$ cat config.mk
export PLATFORM = sky130hd
export DESIGN_NAME = ir_burst_echo_detector_unit
export DESIGN_NICKNAME = d
export VERILOG_FILES = /design/src/ibed_pkg.sv /design/src/ir_burst_echo_detector_unit.sv /design/src/ibed_csr.sv /design/src/ibed_core.sv
export SDC_FILE = /design/constraint.sdc
export NUM_CORES = 1
export LEC_CHECK = 0
export ABC_AREA = 1
export BUFFER_PORTS_ARGS = -buffer_cell sky130_fd_sc_hd__buf_2
export CORE_MARGIN = 3
export CORE_UTILIZATION = 55
export CTS_BUF_LIST = sky130_fd_sc_hd__clkbuf_8
export DETAILED_ROUTE_END_ITERATION = 12
export PLACE_DENSITY = 0.81
export SLEW_MARGIN = 20
export SYNTH_ARGS = -nofsm -noshare
export SYNTH_HDL_FRONTEND = slang
export SYNTH_SLANG_ARGS = --single-unit
$ cat constraint.sdc
create_clock -name clock -period 4.8 [get_ports clock]
set_input_delay 0 -clock clock [delete_from_list [all_inputs] [get_ports clock]]
set_output_delay 0 -clock clock [all_outputs]
set_load 0.005 [all_outputs]
$ cat src/ibed_pkg.sv
// ----------------------------------------------------------------------------
// ibed_pkg
// Shared types and constants of the infrared burst echo detector.
// ----------------------------------------------------------------------------
`default_nettype none

package ibed_pkg;

   localparam int unsigned CsrIndexWidth = 3;
   localparam int unsigned CsrDataWidth  = 8;

   localparam logic [CsrIndexWidth-1:0] CSR_TICKS_PER_MS     = 3'd0;
   localparam logic [CsrIndexWidth-1:0] CSR_PULSES_PER_BURST = 3'd1;
   localparam logic [CsrIndexWidth-1:0] CSR_BURSTS_PER_ROUND = 3'd2;
   localparam logic [CsrIndexWidth-1:0] CSR_PASS_THRESHOLD   = 3'd3;
   localparam logic [CsrIndexWidth-1:0] CSR_PING_GAP_MS      = 3'd4;
   localparam logic [CsrIndexWidth-1:0] CSR_PRESS_HOLD_MS    = 3'd5;

   localparam logic [7:0] RESET_TICKS_PER_MS     = 8'd38;
   localparam logic [7:0] RESET_PULSES_PER_BURST = 8'd16;
   localparam logic [3:0] RESET_BURSTS_PER_ROUND = 4'd8;
   localparam logic [3:0] RESET_PASS_THRESHOLD   = 4'd6;
   localparam logic [7:0] RESET_PING_GAP_MS      = 8'd10;
   localparam logic [7:0] RESET_PRESS_HOLD_MS    = 8'd50;

   typedef struct packed {
      logic [7:0] ticks_per_ms;
      logic [7:0] pulses_per_burst;
      logic [3:0] bursts_per_round;
      logic [3:0] pass_threshold;
      logic [7:0] ping_gap_ms;
      logic [7:0] press_hold_ms;
   } cfg_type;

   typedef struct packed {
      logic       sense_edge;
      logic       key_down;
      logic       running;
      logic [4:0] gap_random;
   } tick_type;

   typedef struct packed {
      logic       carrier_on;
      logic       button_event;
      logic       complete_event;
      logic [3:0] echo_run;
   } result_type;

endpackage : ibed_pkg

`default_nettype wire

$ cat src/ir_burst_echo_detector_unit.sv
// Transactions pass from the input register to the result register.
// Throughput: one transaction per cycle unless rsp_ready stalls the result
// register; the round sequencer advances by one tick in the cycle the input
// register hands it on. Synchronous active-high reset clears both register
// stages and the sequencer state and loads the configuration defaults.
// ----------------------------------------------------------------------------
// ir_burst_echo_detector_unit
// Infrared burst echo detector: input register, round sequencer, result
// register and configuration registers.
// ----------------------------------------------------------------------------
`default_nettype none

module ir_burst_echo_detector_unit (
   input  wire logic                                clock,
   input  wire logic                                reset,
   input  wire logic                                req_valid,
   output logic                                     req_ready,
   input  wire logic                                req_sense_edge,
   input  wire logic                                req_key_down,
   input  wire logic                                req_running,
   input  wire logic [4:0]                          req_gap_random,
   output logic                                     rsp_valid,
   input  wire logic                                rsp_ready,
   output logic                                     rsp_carrier_on,
   output logic                                     rsp_button_event,
   output logic                                     rsp_complete_event,
   output logic [3:0]                               rsp_echo_run,
   input  wire logic                                csr_we,
   input  wire logic [ibed_pkg::CsrIndexWidth-1:0]  csr_index,
   input  wire logic [ibed_pkg::CsrDataWidth-1:0]   csr_wdata
);
   import ibed_pkg::*;

   cfg_type    cfg;
   tick_type   tick_ff;
   logic       tick_valid_ff;
   result_type result;
   result_type result_ff;
   logic       rsp_valid_ff;
   logic       advance;

   assign advance   = tick_valid_ff && (!rsp_valid_ff || rsp_ready);
   assign req_ready = !tick_valid_ff || advance;

   ibed_csr u_csr (
      .clock     (clock),
      .reset     (reset),
      .csr_we    (csr_we),
      .csr_index (csr_index),
      .csr_wdata (csr_wdata),
      .cfg       (cfg)
   );

   ibed_core u_core (
      .clock  (clock),
      .reset  (reset),
      .step   (advance),
      .cfg    (cfg),
      .tick   (tick_ff),
      .result (result)
   );

   always_ff @(posedge clock) begin
      if (reset) begin
         tick_valid_ff <= 1'b0;
      end else if (req_ready) begin
         tick_valid_ff <= req_valid;
      end
   end

   always_ff @(posedge clock) begin
      if (req_valid && req_ready) begin
         tick_ff.sense_edge <= req_sense_edge;
         tick_ff.key_down   <= req_key_down;
         tick_ff.running    <= req_running;
         tick_ff.gap_random <= req_gap_random;
      end
   end

   always_ff @(posedge clock) begin
      if (reset) begin
         rsp_valid_ff <= 1'b0;
      end else if (advance) begin
         rsp_valid_ff <= 1'b1;
      end else if (rsp_ready) begin
         rsp_valid_ff <= 1'b0;
      end
   end

   always_ff @(posedge clock) begin
      if (advance) begin
         result_ff <= result;
      end
   end

   assign rsp_valid          = rsp_valid_ff;
   assign rsp_carrier_on     = result_ff.carrier_on;
   assign rsp_button_event   = result_ff.button_event;
   assign rsp_complete_event = result_ff.complete_event;
   assign rsp_echo_run       = result_ff.echo_run;

endmodule : ir_burst_echo_detector_unit

`default_nettype wire

$ cat src/ibed_csr.sv
// ----------------------------------------------------------------------------
// ibed_csr
// Configuration registers, written through a plain write port.
// ----------------------------------------------------------------------------
`default_nettype none

module ibed_csr (
   input  wire logic                                clock,
   input  wire logic                                reset,
   input  wire logic                                csr_we,
   input  wire logic [ibed_pkg::CsrIndexWidth-1:0]  csr_index,
   input  wire logic [ibed_pkg::CsrDataWidth-1:0]   csr_wdata,
   output ibed_pkg::cfg_type                        cfg
);
   import ibed_pkg::*;

   cfg_type cfg_ff;
   cfg_type cfg_in;

   always_comb begin
      cfg_in = cfg_ff;
      if (csr_we) begin
         unique case (csr_index)
            CSR_TICKS_PER_MS:     cfg_in.ticks_per_ms     = csr_wdata;
            CSR_PULSES_PER_BURST: cfg_in.pulses_per_burst = csr_wdata;
            CSR_BURSTS_PER_ROUND: cfg_in.bursts_per_round = csr_wdata[3:0];
            CSR_PASS_THRESHOLD:   cfg_in.pass_threshold   = csr_wdata[3:0];
            CSR_PING_GAP_MS:      cfg_in.ping_gap_ms      = csr_wdata;
            CSR_PRESS_HOLD_MS:    cfg_in.press_hold_ms    = csr_wdata;
            default:              cfg_in = cfg_ff;
         endcase
      end
   end

   always_ff @(posedge clock) begin
      if (reset) begin
         cfg_ff.ticks_per_ms     <= RESET_TICKS_PER_MS;
         cfg_ff.pulses_per_burst <= RESET_PULSES_PER_BURST;
         cfg_ff.bursts_per_round <= RESET_BURSTS_PER_ROUND;
         cfg_ff.pass_threshold   <= RESET_PASS_THRESHOLD;
         cfg_ff.ping_gap_ms      <= RESET_PING_GAP_MS;
         cfg_ff.press_hold_ms    <= RESET_PRESS_HOLD_MS;
      end else begin
         cfg_ff <= cfg_in;
      end
   end

   assign cfg = cfg_ff;

endmodule : ibed_csr

`default_nettype wire

$ cat src/ibed_core.sv
// ----------------------------------------------------------------------------
// ibed_core
// Round sequencer: burst, gap and ping timing, echo run length and button
// debounce. Advances by one tick whenever step is high.
// ----------------------------------------------------------------------------
`default_nettype none

module ibed_core (
   input  wire logic                clock,
   input  wire logic                reset,
   input  wire logic                step,
   input  wire ibed_pkg::cfg_type   cfg,
   input  wire ibed_pkg::tick_type  tick,
   output ibed_pkg::result_type     result
);
   import ibed_pkg::*;

   localparam logic [1:0] PH_IDLE  = 2'd0;
   localparam logic [1:0] PH_BURST = 2'd1;
   localparam logic [1:0] PH_GAP   = 2'd2;
   localparam logic [1:0] PH_PING  = 2'd3;

   logic [1:0] phase_ff, phase_in;
   logic [7:0] prescale_ff, prescale_in;
   logic [7:0] ms_count_ff, ms_count_in;
   logic [7:0] pulse_count_ff, pulse_count_in;
   logic [3:0] burst_index_ff, burst_index_in;
   logic       echo_seen_ff, echo_seen_in;
   logic [3:0] run_length_ff, run_length_in;
   logic [4:0] gap_length_ff, gap_length_in;
   logic       button_timing_ff, button_timing_in;
   logic       button_reported_ff, button_reported_in;

   logic [7:0] tpm;
   logic [7:0] ppb;
   logic [3:0] bpr;
   logic [7:0] prescale_inc;
   logic       ms_tick;
   logic [7:0] prescale_step;
   logic [7:0] ms_timed;
   logic [7:0] pulse_inc;
   logic       echo_now;

   assign tpm           = (cfg.ticks_per_ms == 8'd0) ? 8'd1 : cfg.ticks_per_ms;
   assign ppb           = (cfg.pulses_per_burst == 8'd0) ? 8'd1 : cfg.pulses_per_burst;
   assign bpr           = (cfg.bursts_per_round == 4'd0) ? 4'd1 : cfg.bursts_per_round;
   assign prescale_inc  = prescale_ff + 8'd1;
   assign ms_tick       = (prescale_inc >= tpm);
   assign prescale_step = ms_tick ? 8'd0 : prescale_inc;
   assign ms_timed      = (ms_tick && (ms_count_ff != 8'hFF)) ? ms_count_ff + 8'd1
                                                              : ms_count_ff;
   assign pulse_inc     = pulse_count_ff + 8'd1;
   assign echo_now      = echo_seen_ff | tick.sense_edge;

   always_comb begin
      phase_in           = phase_ff;
      prescale_in        = prescale_ff;
      ms_count_in        = ms_count_ff;
      pulse_count_in     = pulse_count_ff;
      burst_index_in     = burst_index_ff;
      echo_seen_in       = echo_seen_ff;
      run_length_in      = run_length_ff;
      gap_length_in      = gap_length_ff;
      button_timing_in   = button_timing_ff;
      button_reported_in = button_reported_ff;
      result             = '0;

      unique case (phase_ff)
         PH_IDLE: begin
            if (tick.running) begin
               phase_in         = PH_BURST;
               pulse_count_in   = 8'd0;
               burst_index_in   = 4'd0;
               echo_seen_in     = 1'b0;
               button_timing_in = 1'b0;
            end else if (!tick.key_down) begin
               button_timing_in   = 1'b0;
               button_reported_in = 1'b0;
               prescale_in        = 8'd0;
               ms_count_in        = 8'd0;
            end else if (!button_reported_ff) begin
               if (!button_timing_ff) begin
                  button_timing_in = 1'b1;
                  prescale_in      = 8'd0;
                  ms_count_in      = 8'd0;
               end else begin
                  prescale_in = prescale_step;
                  if (ms_tick) begin
                     if (ms_count_ff >= cfg.press_hold_ms) begin
                        result.button_event = 1'b1;
                        button_reported_in  = 1'b1;
                        button_timing_in    = 1'b0;
                     end else begin
                        ms_count_in = ms_count_ff + 8'd1;
                     end
                  end
               end
            end
         end
         PH_BURST: begin
            result.carrier_on = 1'b1;
            echo_seen_in      = echo_now;
            pulse_count_in    = pulse_inc;
            if (pulse_inc >= ppb) begin
               if (echo_now) begin
                  if (run_length_ff != 4'hF) run_length_in = run_length_ff + 4'd1;
               end else begin
                  run_length_in = 4'd0;
               end
               echo_seen_in   = 1'b0;
               gap_length_in  = tick.gap_random;
               burst_index_in = burst_index_ff + 4'd1;
               prescale_in    = 8'd0;
               ms_count_in    = 8'd0;
               phase_in       = PH_GAP;
            end
         end
         PH_GAP: begin
            prescale_in = prescale_step;
            ms_count_in = ms_timed;
            if (ms_timed >= {3'd0, gap_length_ff}) begin
               if (burst_index_ff < bpr) begin
                  phase_in       = PH_BURST;
                  pulse_count_in = 8'd0;
                  echo_seen_in   = 1'b0;
               end else begin
                  result.complete_event = (run_length_ff >= cfg.pass_threshold);
                  run_length_in         = 4'd0;
                  prescale_in           = 8'd0;
                  ms_count_in           = 8'd0;
                  phase_in              = PH_PING;
               end
            end
         end
         PH_PING: begin
            prescale_in = prescale_step;
            ms_count_in = ms_timed;
            if (ms_timed >= cfg.ping_gap_ms) begin
               if (tick.running) begin
                  phase_in         = PH_BURST;
                  pulse_count_in   = 8'd0;
                  burst_index_in   = 4'd0;
                  echo_seen_in     = 1'b0;
                  button_timing_in = 1'b0;
               end else begin
                  phase_in    = PH_IDLE;
                  prescale_in = 8'd0;
                  ms_count_in = 8'd0;
               end
            end
         end
         default: phase_in = PH_IDLE;
      endcase

      result.echo_run = run_length_in;
   end

   always_ff @(posedge clock) begin
      if (reset) begin
         phase_ff           <= PH_IDLE;
         prescale_ff        <= 8'd0;
         ms_count_ff        <= 8'd0;
         pulse_count_ff     <= 8'd0;
         burst_index_ff     <= 4'd0;
         echo_seen_ff       <= 1'b0;
         run_length_ff      <= 4'd0;
         gap_length_ff      <= 5'd0;
         button_timing_ff   <= 1'b0;
         button_reported_ff <= 1'b0;
      end else if (step) begin
         phase_ff           <= phase_in;
         prescale_ff        <= prescale_in;
         ms_count_ff        <= ms_count_in;
         pulse_count_ff     <= pulse_count_in;
         burst_index_ff     <= burst_index_in;
         echo_seen_ff       <= echo_seen_in;
         run_length_ff      <= run_length_in;
         gap_length_ff      <= gap_length_in;
         button_timing_ff   <= button_timing_in;
         button_reported_ff <= button_reported_in;
      end
   end

endmodule : ibed_core

`default_nettype wire

# ---- After elaboration in Yosys (flattened, before gate mapping)
# Index checks and enable logic that the tools add are counted.
# Widths: inputs -> output; s select.
dict set report word_totals {
  out_inout_bits 9
  regBits 99
}
dict set report op_classes {
  eq_ne 21
  reduce_logical 31
  n_mux 71
  magnitude_cmp 7
  bitwise_logic 6
  addsub 5
}
# cell n
set ops {}
lappend ops {{$mux 8} 27}
lappend ops {{$pmux 8 s4} 3}
lappend ops {{$mux 4} 9}
lappend ops {{$ge 8x8->1} 4}
lappend ops {{$add 8x1->8 const B} 3}
lappend ops {{$mux 1} 22}
lappend ops {{$logic_not 8->1} 2}
lappend ops {{$ne 4x4->1 const B} 4}
lappend ops {{$pmux 4 s3} 1}
lappend ops {{$reduce_and 2->1} 6}
lappend ops {{$reduce_and 4->1} 3}
lappend ops {{$mux 2} 5}
lappend ops {{$reduce_and 5->1} 2}
lappend ops {{$add 4x1->4 const B} 2}
lappend ops {{$ge 8x5->1} 1}
lappend ops {{$ne 2x1->1 const B} 4}
lappend ops {{$ne 8x8->1 const B} 1}
lappend ops {{$pmux 2 s4} 1}
lappend ops {{$pmux 4 s2} 1}
lappend ops {{$eq 3x2->1 const B} 2}
lappend ops {{$eq 3x3->1 const B} 2}
lappend ops {{$ne 2x2->1 const B} 3}
lappend ops {{$reduce_and 3->1} 2}
lappend ops {{$reduce_and 6->1} 1}
lappend ops {{other kinds (20)} 30}

# ---- Logic depth before layout (Yosys ltp)
# Gate-level depths: netlist of the first run.
dict set report depth {
  ltp_word 9
  ltp_mapped 27
}

# ---- Modules after synthesis
# From an unflattened synthesis of the first run, not the netlist that was laid out.
dict set report hier_totals {
  cells_unflattened 836
  area_unflattened_um2 5983.2
}
# module instances area_each_um2 cells_per_inst
set by_module_without_submodules {}
lappend by_module_without_submodules {ibed_core 1 3799.9 575}
lappend by_module_without_submodules {ibed_csr 1 1641.6 234}
lappend by_module_without_submodules {ir_burst_echo_detector_unit 1 541.8 27}

# ---- Least setup slack after synthesis of the first run
# No wires, ideal clock.
dict set report synth_timing {
  path_type {register to register}
  start {register u_core.prescale_ff[0]}
  end {register u_core.pulse_count_ff[2]}
  path_buffers 1
  synth_period_minus_slack_ps 3495
  arrival_ps 3382
  path_stages_with_launch 26
  setup_slack_ps 1305
  setup_ps 114
  cell_sequence {dfxtp_1 ha_1 nand3_1 nand3b_1 xor2_1 inv_1 ha_1 nand2_1 o21a_1 nand2_4 nand2_4 xor2_1 ha_1 o21ai_0 nand2_1 nand3_1 nand2_1 o21ai_0 nand2_2 nor2_4 nand3_4 nand3_4 buf_8 nand2_2 nand2_1 nor2_1}
}
dict set report synth_via {
  elab_chain_cells 7
  elab_cells_between_ends 9
  classes_between {1 x add/sub; 3 x order compare; 2 x eq/ne; 1 x mux; 2 x reduce/logical}
}
# element line
set synth_rtl {}
lappend synth_rtl {{from (decl)} ibed_core.sv:24} ;# logic [7:0] prescale_ff, prescale_in;
lappend synth_rtl {{from (signal assigned)} ibed_core.sv:172} ;# prescale_ff <= prescale_in;
lappend synth_rtl {{$add 8x1->8 (*)} ibed_core.sv:47} ;# assign prescale_inc = prescale_ff + 8'd1;
lappend synth_rtl {{$ge 8x8->1 (*)} ibed_core.sv:48} ;# assign ms_tick = (prescale_inc >= tpm);
lappend synth_rtl {{$logic_and 1x1->1 (*)} ibed_core.sv:50} ;# assign ms_timed = (ms_tick && (ms_count_ff != 8'hFF)) ? ms_count_ff + 8'd1
lappend synth_rtl {{$mux 8 (*)} ibed_core.sv:50}
lappend synth_rtl {{$ge 8x8->1 or $ge 8x5->1 (tied branches)} {ibed_core.sv:138, ibed_core.sv:121}}
lappend synth_rtl {{$ne 2x1->1 (no line)} --}
lappend synth_rtl {{$reduce_and 4->1 (no line) (*)} --}
lappend synth_rtl {{to (signal assigned)} ibed_core.sv:174} ;# pulse_count_ff <= pulse_count_in;
lappend synth_rtl {{to (decl)} ibed_core.sv:26} ;# logic [7:0] pulse_count_ff, pulse_count_in;
# Every way passes the cells marked *; elsewhere a longest branch is shown, timed or not.
# A chain may end at the register's enable or synchronous reset.

# ---- Worst setup path after layout of the first run
dict set report layout_timing {
  start {register u_core.prescale_ff[0]}
  end {register u_core.burst_index_ff[0]}
}
dict set report layout_via {
  elab_chain_cells 7
}
# element line
set layout_rtl {}
lappend layout_rtl {{$add 8x1->8} ibed_core.sv:47}
lappend layout_rtl {{$ge 8x8->1} ibed_core.sv:48}
lappend layout_rtl {{$logic_and 1x1->1} ibed_core.sv:50}
lappend layout_rtl {{$mux 8} ibed_core.sv:50}
lappend layout_rtl {{$ge 8x8->1} ibed_core.sv:138} ;# if (ms_timed >= cfg.ping_gap_ms) begin
lappend layout_rtl {{$ne 2x1->1 (no line)} --}
lappend layout_rtl {{$reduce_and 4->1 (no line)} --}
lappend layout_rtl {{to (signal assigned)} ibed_core.sv:175} ;# burst_index_ff <= burst_index_in;
lappend layout_rtl {{to (decl)} ibed_core.sv:27} ;# logic [3:0] burst_index_ff, burst_index_in;
# No other way between the ends.

==> results.ini, run 1 <==
[status]
status = complete, no violations

[setup_path]
endpoint_kind = flop
cp.arrival_ps = 4510
cp_data_required_time_ps = 5100
cp-start-kind = flop
crit_fanout = 13
worstPathCellList = ha_1, nand3_1, nand3b_1, xor2_1, inv_1, ha_1, nand2_1, o21a_1, nand2_4, nand2_4, a21oi_1, a21oi_1, ha_1, nand2_1, o21ai_0, nand4_1, o2111ai_4, nand2_1, nor2_1, inv_1, or2_0, a21oi_1
rrSetupSlack_ps = 590
cp_slowest_cell = dfxtp_1
crit_type = flop to flop
cp_slowest_stage_delay_ps = 390

[die]
core_um2 = 10000
initial_core_util_pct = 58.2
dieArea_um2 = 11900
num_rows = 36
io_pins = 33
die_w_um = 109
die_h_um = 109

[sta]
fmax_ghz = 0.237
period_share_pct = 87.7
finalHoldViolations = 0
tightest_slew_ps = 542
min_period_ps = 4210
clock_skew_ps = 11.6
setup_viol = 0
setup_tns_ps = 0
slew_violations = 0
rsz0062_at_grt = false
maxSlewHeadroom_pct = 63.9

[cts]
cts_buffer_depth = 2
clk_pin_slew_ps = 90
clock-root-buffer = clkbuf_8
clkSinkCount = 99
clock_latency_ps = 380
cts_made_buffers = 9
cts_tree = built
cts_setup_buffers = 0
ctsHtreeMaxLevel = 3

[synthesis]
yosys.area.top_type_share_pct = 28.8
yosysSeqAreaShare_pct = 36.5
ys_seq_elements = 99
synth_area_um2 = 5840
synthArstFlopShare_pct = 0
synth_cells = 771
synth_edf_count = 15
synth_cell_type_count = 43
syn_area_per_cell_um2 = 7.58
yosys_warnings = 0
synth_top_area_cell = dfxtp_1
yosys-top-cells-area = dfxtp_1, ha_1, inv_1
synthFlopType = dfxtp_1
syn_nets = 849

[drt]
met3WireLength_um = 731
dr_wl_met2_um = 6430
drc = 0
routedWlPerCell_um = 14.5
top_layer = met4
drtIter0Drc = 377
wl_um = 13900
firstDrtPassIters = 5
viasPerCell = 5.48
vias = 5252
ant_nets = 0
drt-met1-wl_um = 6310

[finish]
drive_gt1_share_pct = 8.73
multi_input_area_um2 = 3080
nets = 898
antenna_cells = 0
syn_to_final_growth_pct = 11.0
final_cells = 958
fill_cells = 860
final-seq-area_um2 = 2130

[power_and_ir_drop]
power_w = 0.00186
peakVddDrop_uv = 220
p_leak_nw = 3.04
powerDensity_nw_per_um2 = 287

[global_route]
grt_max_degree = 61
antenna_found_initial = 0
grt_pass1_wl_um = 23700
overflow = 0
grt_pass1_vias = 5147
grtUsageTotal_pct = 25.0

[placement]
post-dp-hpwl_um = 10200
numPlacedInstances = 922
port_buffers = 32
place.gp.congestion = 0.906

[min_path]
hp-class = input pin to flop

[run]
drv_cap = 0

state kept, by name (all words and copies together), names as in the netlist, 5 cells and up:
signal,flops
u_csr.cfg,40
tick_ff,8
u_core.gap_length_ff,5
u_core.pulse_count_ff,8
u_core.prescale_ff,8
u_core.ms_count_ff,8
critical path, delay by kind of cell (launching register included):
family	cells	cell delay [ps]
buffers and inverters	2	190
AO/OA/AOI/OAI	6	990
XOR/XNOR	1	200
adder cells (fa/ha/maj)	3	820
flip-flops	1	390
AND/OR/NAND/NOR	10	1550
metal layers:
| metal | GRT usage, % | vias up |
|---|---|---|
| met5 | 0 | - |
| met4 | 9.83 | 0 |
| met3 | 5.92 | 31 |
| met2 | 41.0 | 142 |
| met1 | 31.9 | 2422 |
| li1 | - | 2657 |
kinds of logic after synthesis:
logic type / after synthesis / synth area share [%]
adders and majority gates: 54 / 11.6
AOI/OAI and AO/OA: 184 / 17.8
xor gates and xnor gates: 13 / 1.95
buffers and inverters: 156 / 10.7
DFF: 99 / 36.5
and+or+nand+nor: 265 / 21.5
placed cells by master (no fill, tap or decap), drive strengths merged, types with 15 or more instances in the layout:
cell         Yosys  final
dfxtp           84     84
a21oi           90     90
nand2          121    121
inv            140    141
o21ai           65     65
buf              4     33
ha              54     54
nand3           52     52
edfxtp          15     15
nor2            64     64
dlygate4sd3      0     20
cell type report:
cell class	count	area share, %
Clock inverter	7	1.29
Timing Repair Buffer	53	5.67
Inverter	141	8.16
Multi-Input combinational cell	516	47.5
Tap cell	133	2.57
Clock buffer	9	1.91
Sequential cell	99	32.9
repair_timing:
action / CTS / global route
endpoints found under the hold margin: 39 / 0
hold buffers: 20 / 0
resized for setup: 0 / 0
setup endpoints to repair: 0 / 0
path summary, 6_finish.rpt:
path / cells after the start / start / end
max: 22 / u_core.prescale_ff[0] / u_core.burst_index_ff[0]
max reg2reg: 22 / u_core.prescale_ff[0] / u_core.burst_index_ff[0]
min reg2reg: 2 / u_core.pulse_count_ff[7] / u_core.pulse_count_ff[7]
min: 2 / reset / u_core.button_timing_ff
power by group:
group	leakage [nW]	switching (W)	total, W	internal [W]
registers	0.830	0.0000320	0.000913	0.000881
clock network	0.114	0.000296	0.000584	0.000288
logic	2.09	0.000236	0.000367	0.000132
metrics by stage:
stage | hold WS [ps] | util (%) | area (um^2) | worst slack (ps)
global placement | 176 | 60.5 | 6080 | 980
global route | 91.7 | 64.6 | 6490 | 285
floorplan | 98.9 | - | 5840 | 1300
CTS | 47.2 | 64.6 | 6490 | 636
finish | 67.2 | 64.6 | 6490 | 589
detailed placement | 178 | 60.5 | 6080 | 692
synth_stat cells (4+ instances only):
cell type  instances
nor2_1            59
clkbuf_1          10
xor2_1            11
nand3_1           48
nand3b_1           4
nor3_1             4
nand2_4            4
o211ai_1          14
nand2_1          113
nand2_2            4
edfxtp_1          15
ha_1              54
dfxtp_1           84
inv_1            140
o2111ai_1          5
o21ai_0           62
nand4_1           10
a21oi_1           88
Power figures use the tool's default switching activity.
==> run 2, diff against run 1 <==
Clock period 4.8 ns to 5 ns, I/O delays scaled along.
==> run 2 against run 1 <==
  * Clock power increased by 14%
  * Setup slack improved by 160 ps
  * Routed wire length shrank 0.65%
==> results.ini, run 2 (synthesis results as in run 1) <==
[global_route]
overflow = 0  ; unchanged
antenna_found_initial = 0  ; unchanged
grt_pass1_wl_um = 23500  ; was 23700 um
grt_pass1_vias = 5168  ; was 5147
grtUsageTotal_pct = 25.0  ; about the same
grt_max_degree = 61  ; unchanged

[finish]
nets = 898  ; unchanged
drive_gt1_share_pct = 8.85  ; was 8.73%
fin_area_um2 = 6540  ; was 6490 um^2
syn_to_final_growth_pct = 12.0  ; was 11.0%
final_cells = 958  ; unchanged
final_common_cell = inv_1  ; unchanged
final_cell_mix = inv_1, nand2_1, a21oi_1  ; unchanged
largest_reg_flops = 40  ; unchanged
antenna_cells = 0  ; unchanged
fill_cells = 811  ; was 860

[cts]
clk_pin_slew_ps = 90  ; about the same
ctsHtreeMaxLevel = 3  ; unchanged
cts_buffer_depth = 2  ; unchanged
clock_latency_ps = 380  ; about the same
clkSinkCount = 99  ; unchanged
cts_made_buffers = 9  ; unchanged
cts_tree = built  ; unchanged
post_cts_resize_count = 0  ; unchanged
clock-root-buffer = clkbuf_8  ; unchanged

[placement]
numPlacedInstances = 922  ; unchanged
post-dp-hpwl_um = 10200  ; about the same
place.gp.congestion = 0.906  ; unchanged
port_buffers = 32  ; unchanged
place_area_um2 = 6080  ; unchanged

[die]
die_h_um = 109  ; unchanged
die_w_um = 109  ; unchanged
io_pins = 33  ; unchanged
dieArea_um2 = 11900  ; unchanged
initial_core_util_pct = 58.2  ; unchanged
num_rows = 36  ; unchanged
core_um2 = 10000  ; unchanged

[drt]
routedWlPerCell_um = 14.4  ; was 14.5 um
drc = 0  ; unchanged
vias = 5227  ; was 5252
drtIter0Drc = 327  ; was 377
firstDrtPassIters = 5  ; unchanged
viasPerCell = 5.46  ; was 5.48
wl_um = 13800  ; was 13900 um
ant_nets = 0  ; unchanged

[setup_path]
cp.arrival_ps = 4550  ; was 4510 ps
crit_fanout = 13  ; unchanged
cp.buffers_inverters = 2  ; unchanged
crit_type = flop to flop  ; unchanged
endpoint_kind = flop  ; unchanged
cp_slowest_stage_delay_ps = 400  ; was 390 ps
cp-start-kind = flop  ; unchanged
cp_top_family = simple AND/OR/NAND/NOR gates  ; unchanged
cp_slowest_cell = dfxtp_1  ; unchanged
cp_data_required_time_ps = 5300  ; was 5100 ps
worstPathCellList = ha_1, nand3_1, nand3b_1, xor2_1, inv_1, ha_1, nand2_1, o21a_1, nand2_4, nand2_4, a21oi_1, a21oi_1, ha_1, nand2_1, o21ai_0, nand4_1, o2111ai_4, nand2_1, nor2_1, inv_1, or2_0, a21oi_1  ; unchanged

[sta]
finalHoldViolations = 0  ; unchanged
clock_skew_ps = 10.5  ; was 11.6 ps
min_period_ps = 4250  ; was 4210 ps
setup_tns_ps = 0  ; unchanged
maxSlewHeadroom_pct = 64.4  ; was 63.9%
tightest_slew_ps = 534  ; was 542 ps
setup_viol = 0  ; unchanged
slew_violations = 0  ; unchanged
period_share_pct = 85.1  ; was 87.7%
fmax_ghz = 0.235  ; was 0.237 GHz
rsz0062_at_grt = false  ; unchanged

[power_and_ir_drop]
power_w = 0.00189  ; was 0.00186 W
powerDensity_nw_per_um2 = 289  ; was 287 nW/um^2
p_leak_nw = 3.05  ; was 3.04 nW
peakVddDrop_uv = 223  ; was 220 uV

[run]
drv_cap = 0  ; unchanged

[min_path]
hp-class = input pin to flop  ; unchanged

[status]
status = complete, no violations  ; unchanged

-- run 2: cell count changes in the layout (fill, tap and decap cells not counted) --
cell | previous run | this run
clkinvlp_4 | 0 | 2
inv_1 | 141 | 140
bufinv_16 | 2 | 4
clkinv_2 | 4 | 1
-- run 2: worst register-to-register path, stage by stage, from the launching register on --
cell	delay, ps
dfxtp_1	400
ha_1	210
nand3_1	130
nand3b_1	220
xor2_1	200
inv_1	70
ha_1	270
nand2_1	60
o21a_1	240
nand2_4	170
nand2_4	110
a21oi_1	130
a21oi_1	90
ha_1	340
nand2_1	60
o21ai_0	220
nand4_1	200
o2111ai_4	190
nand2_1	120
nor2_1	260
inv_1	120
or2_0	220
a21oi_1	150
-- run 2: power breakdown --
group	internal (W)	leakage, nW	switching (W)	total, W
registers	0.000845	0.830	0.0000304	0.000876
clock network	0.000381	0.125	0.000282	0.000663
logic	0.000126	2.09	0.000225	0.000352
total	0.00135	3.05	0.000537	0.00189
-- run 2: layout make-up --
cell class,instances,area [um^2],share of cell area (%)
Clock inverter,7,140,2.14
Tap cell,133,166,2.54
Clock buffer,9,124,1.89
Timing Repair Buffer,53,368,5.62
Sequential cell,99,2130,32.6
Multi-Input combinational cell,516,3080,47.1
Inverter,141,529,8.09
-- run 2: repair_timing --
item                                    CTS  global route
hold buffers                             20             0
endpoints found under the setup margin    0             0
buffers inserted                          0             0
hold endpoints to repair                 38             0
-- run 2: path summary, 6_finish.rpt --
check | startpoint | to | slack [ps] | depth (start not counted)
setup / recovery | u_core.prescale_ff[0] | u_core.burst_index_ff[0] | 750 | 22
hold / removal | reset | u_core.button_timing_ff | 70 | 2
setup reg to reg | u_core.prescale_ff[0] | u_core.burst_index_ff[0] | 750 | 22
hold reg to reg | u_core.pulse_count_ff[7] | u_core.pulse_count_ff[7] | 460 | 2
-- run 2: metal layers --
| layer | GRT usage (%) | wire length, um | vias to the layer above |
|---|---|---|---|
| li1 | - | - | 2656 |
| met1 | 31.0 | 6100 | 2392 |
| met2 | 42.4 | 6560 | 157 |
| met3 | 5.45 | 804 | 22 |
| met4 | 9.02 | 307 | 0 |
| met5 | 0 | 0 | - |
-- run 2: per-stage QoR --
stage	hold WS [ps]	util (%)	setup WS, ps
2_1_floorplan	98.9	-	1500
3_3_place_gp	176	60.5	1180
3_5_place_dp	178	60.5	883
4_1_cts	62.1	65.1	816
5_1_grt	90.0	65.1	471
6_report	65.6	65.1	746
==> run 3, diff against run 2 <==
Settings changed: ABC_AREA 1 to not set, CTS_BUF_LIST sky130_fd_sc_hd__clkbuf_8 to sky130_fd_sc_hd__clkbuf_4 sky130_fd_sc_hd__clkbuf_8 sky130_fd_sc_hd__clkbuf_16, RECOVER_POWER set to 25.
==> run 3 against run 2 <==
  * Sequential share of layout area rose by 0.98 points
  * Fmax fell by 8.5%
  * Register-to-register slack got worse by 390 ps
  * Final area fell by 2.9%
  * Combinational power fell by 60%
  * Clock skew barely moved
  * Global-route usage fell by 0.33 points
  * Count of clock-buffer cells in the layout rose by 1
  * Largest cell class unchanged
  * Setup slack got worse by 390 ps
  * Worst hold slack improved by 43 ps
  * Via count fell by 4.3%
  * Critical path type unchanged
==> results.ini, run 3 <==
[cts]
clock-root-buffer = clkbuf_8  ; unchanged
clk_pin_slew_ps = 100  ; was 90 ps
cts_buffer_depth = 2  ; unchanged
cts_tree = built  ; unchanged
clkSinkCount = 99  ; unchanged
cts_made_buffers = 9  ; unchanged
clock_latency_ps = 380  ; about the same
ctsHtreeMaxLevel = 3  ; unchanged

[synthesis]
yosysSeqAreaShare_pct = 37.1  ; was 36.5%
synth_most_common_cell = nand2_1  ; was inv_1
yosys.area.top_type_share_pct = 29.3  ; was 28.8%
syn_area_per_cell_um2 = 8.58  ; was 7.58 um^2
yosys-top-cells-area = dfxtp_1, ha_1, edfxtp_1  ; was dfxtp_1, ha_1, inv_1
synthArstFlopShare_pct = 0  ; unchanged
synth_edf_count = 15  ; unchanged
ys_seq_elements = 99  ; unchanged
synth_top_area_cell = dfxtp_1  ; unchanged
syn_nets = 748  ; was 849
synth_top_cells_by_count = nand2_1, dfxtp_1, a21oi_1  ; was inv_1, nand2_1, a21oi_1
synth_cells = 670  ; was 771
synthFlopType = dfxtp_1  ; unchanged
yosys_warnings = 0  ; unchanged
synth_area_um2 = 5750  ; was 5840 um^2
synth_cell_type_count = 78  ; was 43

[power_and_ir_drop]
powerDensity_nw_per_um2 = 236  ; was 289 nW/um^2
peakVddDrop_uv = 228  ; was 223 uV
p_leak_nw = 2.52  ; was 3.05 nW
power_w = 0.00150  ; was 0.00189 W

[placement]
port_buffers = 32  ; unchanged
place_area_um2 = 5980  ; was 6080 um^2
post-dp-hpwl_um = 10000  ; was 10200 um
place.gp.congestion = 0.918  ; was 0.906

[drt]
viasPerCell = 5.88  ; was 5.46
ant_nets = 0  ; unchanged
drtIter0Drc = 364  ; was 327
firstDrtPassIters = 5  ; unchanged
wl_um = 13900  ; was 13800 um
drc = 0  ; unchanged
routedWlPerCell_um = 16.4  ; was 14.4 um
vias = 5003  ; was 5227

[min_path]
hp-class = input pin to flop  ; unchanged

[die]
die_h_um = 108  ; was 109 um
dieArea_um2 = 11700  ; was 11900 um^2
io_pins = 33  ; unchanged
initial_core_util_pct = 57.7  ; was 58.2%
core_um2 = 9950  ; was 10000 um^2
num_rows = 36  ; unchanged
die_w_um = 108  ; was 109 um

[sta]
min_period_ps = 4650  ; was 4250 ps
setup_tns_ps = 0  ; unchanged
hold_slack_ps = 109  ; was 65.6 ps
finalHoldViolations = 0  ; unchanged
rsz0062_at_grt = false  ; unchanged
clock_skew_ps = 10.8  ; was 10.5 ps
period_share_pct = 93.0  ; was 85.1%
setup_viol = 0  ; unchanged
tightest_slew_ps = 983  ; was 534 ps
slew_violations = 0  ; unchanged
fmax_ghz = 0.215  ; was 0.235 GHz
maxSlewHeadroom_pct = 34.0  ; was 64.4%

[status]
status = complete, no violations  ; unchanged

[setup_path]
cp.arrival_ps = 4930  ; was 4550 ps
crit_fanout = 9  ; was 13
crit_type = flop to flop  ; unchanged
rrSetupSlack_ps = 350  ; was 750 ps
endpoint_kind = flop  ; unchanged
cp-start-kind = flop  ; unchanged
cp_data_required_time_ps = 5290  ; was 5300 ps

[finish]
drive_gt1_share_pct = 9.33  ; was 8.85%
fill_cells = 862  ; was 811
nets = 792  ; was 898
syn_to_final_growth_pct = 10.6  ; was 12.0%
largest_reg_flops = 40  ; unchanged
final_cell_mix = nand2_1, dfxtp_1, a21oi_1  ; was inv_1, nand2_1, a21oi_1
fin_area_um2 = 6350  ; was 6540 um^2
final_common_cell = nand2_1  ; was inv_1
antenna_cells = 0  ; unchanged

[global_route]
overflow = 0  ; unchanged
antenna_found_initial = 0  ; unchanged
grt_pass1_vias = 4840  ; was 5168
grt_max_degree = 42  ; was 61
grt_pass1_wl_um = 22900  ; was 23500 um
grtUsageTotal_pct = 24.6  ; was 25.0%

[run]
drv_cap = 0  ; unchanged

[run 3: changes by cell type after synthesis, sizes merged, moves of 11 or more]
cell	delta
inv	-93
nor2	-18
nand2b	+12
nand2	-20
a31oi	+11
o21ai	-42
nand3	-18
a21oi	-25
[run 3: cells by family (layout without fill, tap and decap cells)]
family                   count (synthesis)  count (layout)  synth area share, %
AO/OA/AOI/OAI                          166             166                 19.6
XOR/XNOR                                18              18                 2.74
adder cells (fa/ha/maj)                 54              54                 11.8
buffers and inverters                   70             118                 5.18
flip-flops                              99              99                 37.1
multiplexers                            11              11                 1.96
AND/OR/NAND/NOR                        252             252                 21.7
[run 3: cell type report]
cell class	instances	area [um^2]	share of cell area (%)
Multi-Input combinational cell	501	3320	52.2
Sequential cell	99	2130	33.6
Timing Repair Buffer	55	367	5.77
Inverter	48	180	2.84
Tap cell	133	166	2.62
Clock buffer	10	138	2.17
Clock inverter	5	53.8	0.847
[run 3: what timing repair did]
action | CTS | global route
endpoints found under the setup margin | 0 | 1
resized for setup | 0 | 1
hold endpoints to repair | 45 | 0
hold buffers | 19 | 0
setup buffers | 0 | 0
[run 3: final timing paths]
kind,startpoint,to,cells after the start
worst max register to register,u_core.prescale_ff[0],u_core.ms_count_ff[5],19
worst min-delay path,csr_index[0],u_csr.cfg[14],4
worst max-delay path,u_core.prescale_ff[0],u_core.ms_count_ff[5],19
worst min register to register,u_core.pulse_count_ff[7],u_core.pulse_count_ff[7],2
[run 3: metal layers]
metal  up-vias  GRT usage, %  routed length [um]
met3        22          5.49                 766
met1      2351          31.6                6330
met4         0          6.94                 187
li1       2477             -                   -
met5         -             0                   0
met2       153          41.7                6660
[run 3: power by group]
group / leakage, nW / switching [W] / internal (W) / total (W)
Clock: 0.102 / 0.000279 / 0.000241 / 0.000520
Combinational: 1.59 / 0.0000879 / 0.0000539 / 0.000142
Sequential: 0.826 / 0.0000124 / 0.000825 / 0.000837
Total: 2.52 / 0.000379 / 0.00112 / 0.00150
[run 3: through the flow]
step,std cells,util (%),setup slack (ps)
floorplan,670,-,719
global placement,817,60.1,575
detailed placement,817,60.1,379
CTS,851,64.0,332
global route,851,63.8,42.2
finish,851,63.8,352
[run 3: critical path, cell delays in order (launching register included)]
cell and delay [ps]:
dfxtp_1 420, ha_1 230, nand3_1 180, nor2_1 160, xor2_1 210, ha_1 280
a21o_2 240, and2_1 170, o221ai_2 170, buf_4 190, mux2_2 370, ha_1 190
a211o_1 250, a31oi_1 120, or3_1 120, and4b_1 380, a21oi_1 120, a31oi_4 360
nor3_2 90, a2111oi_2 290
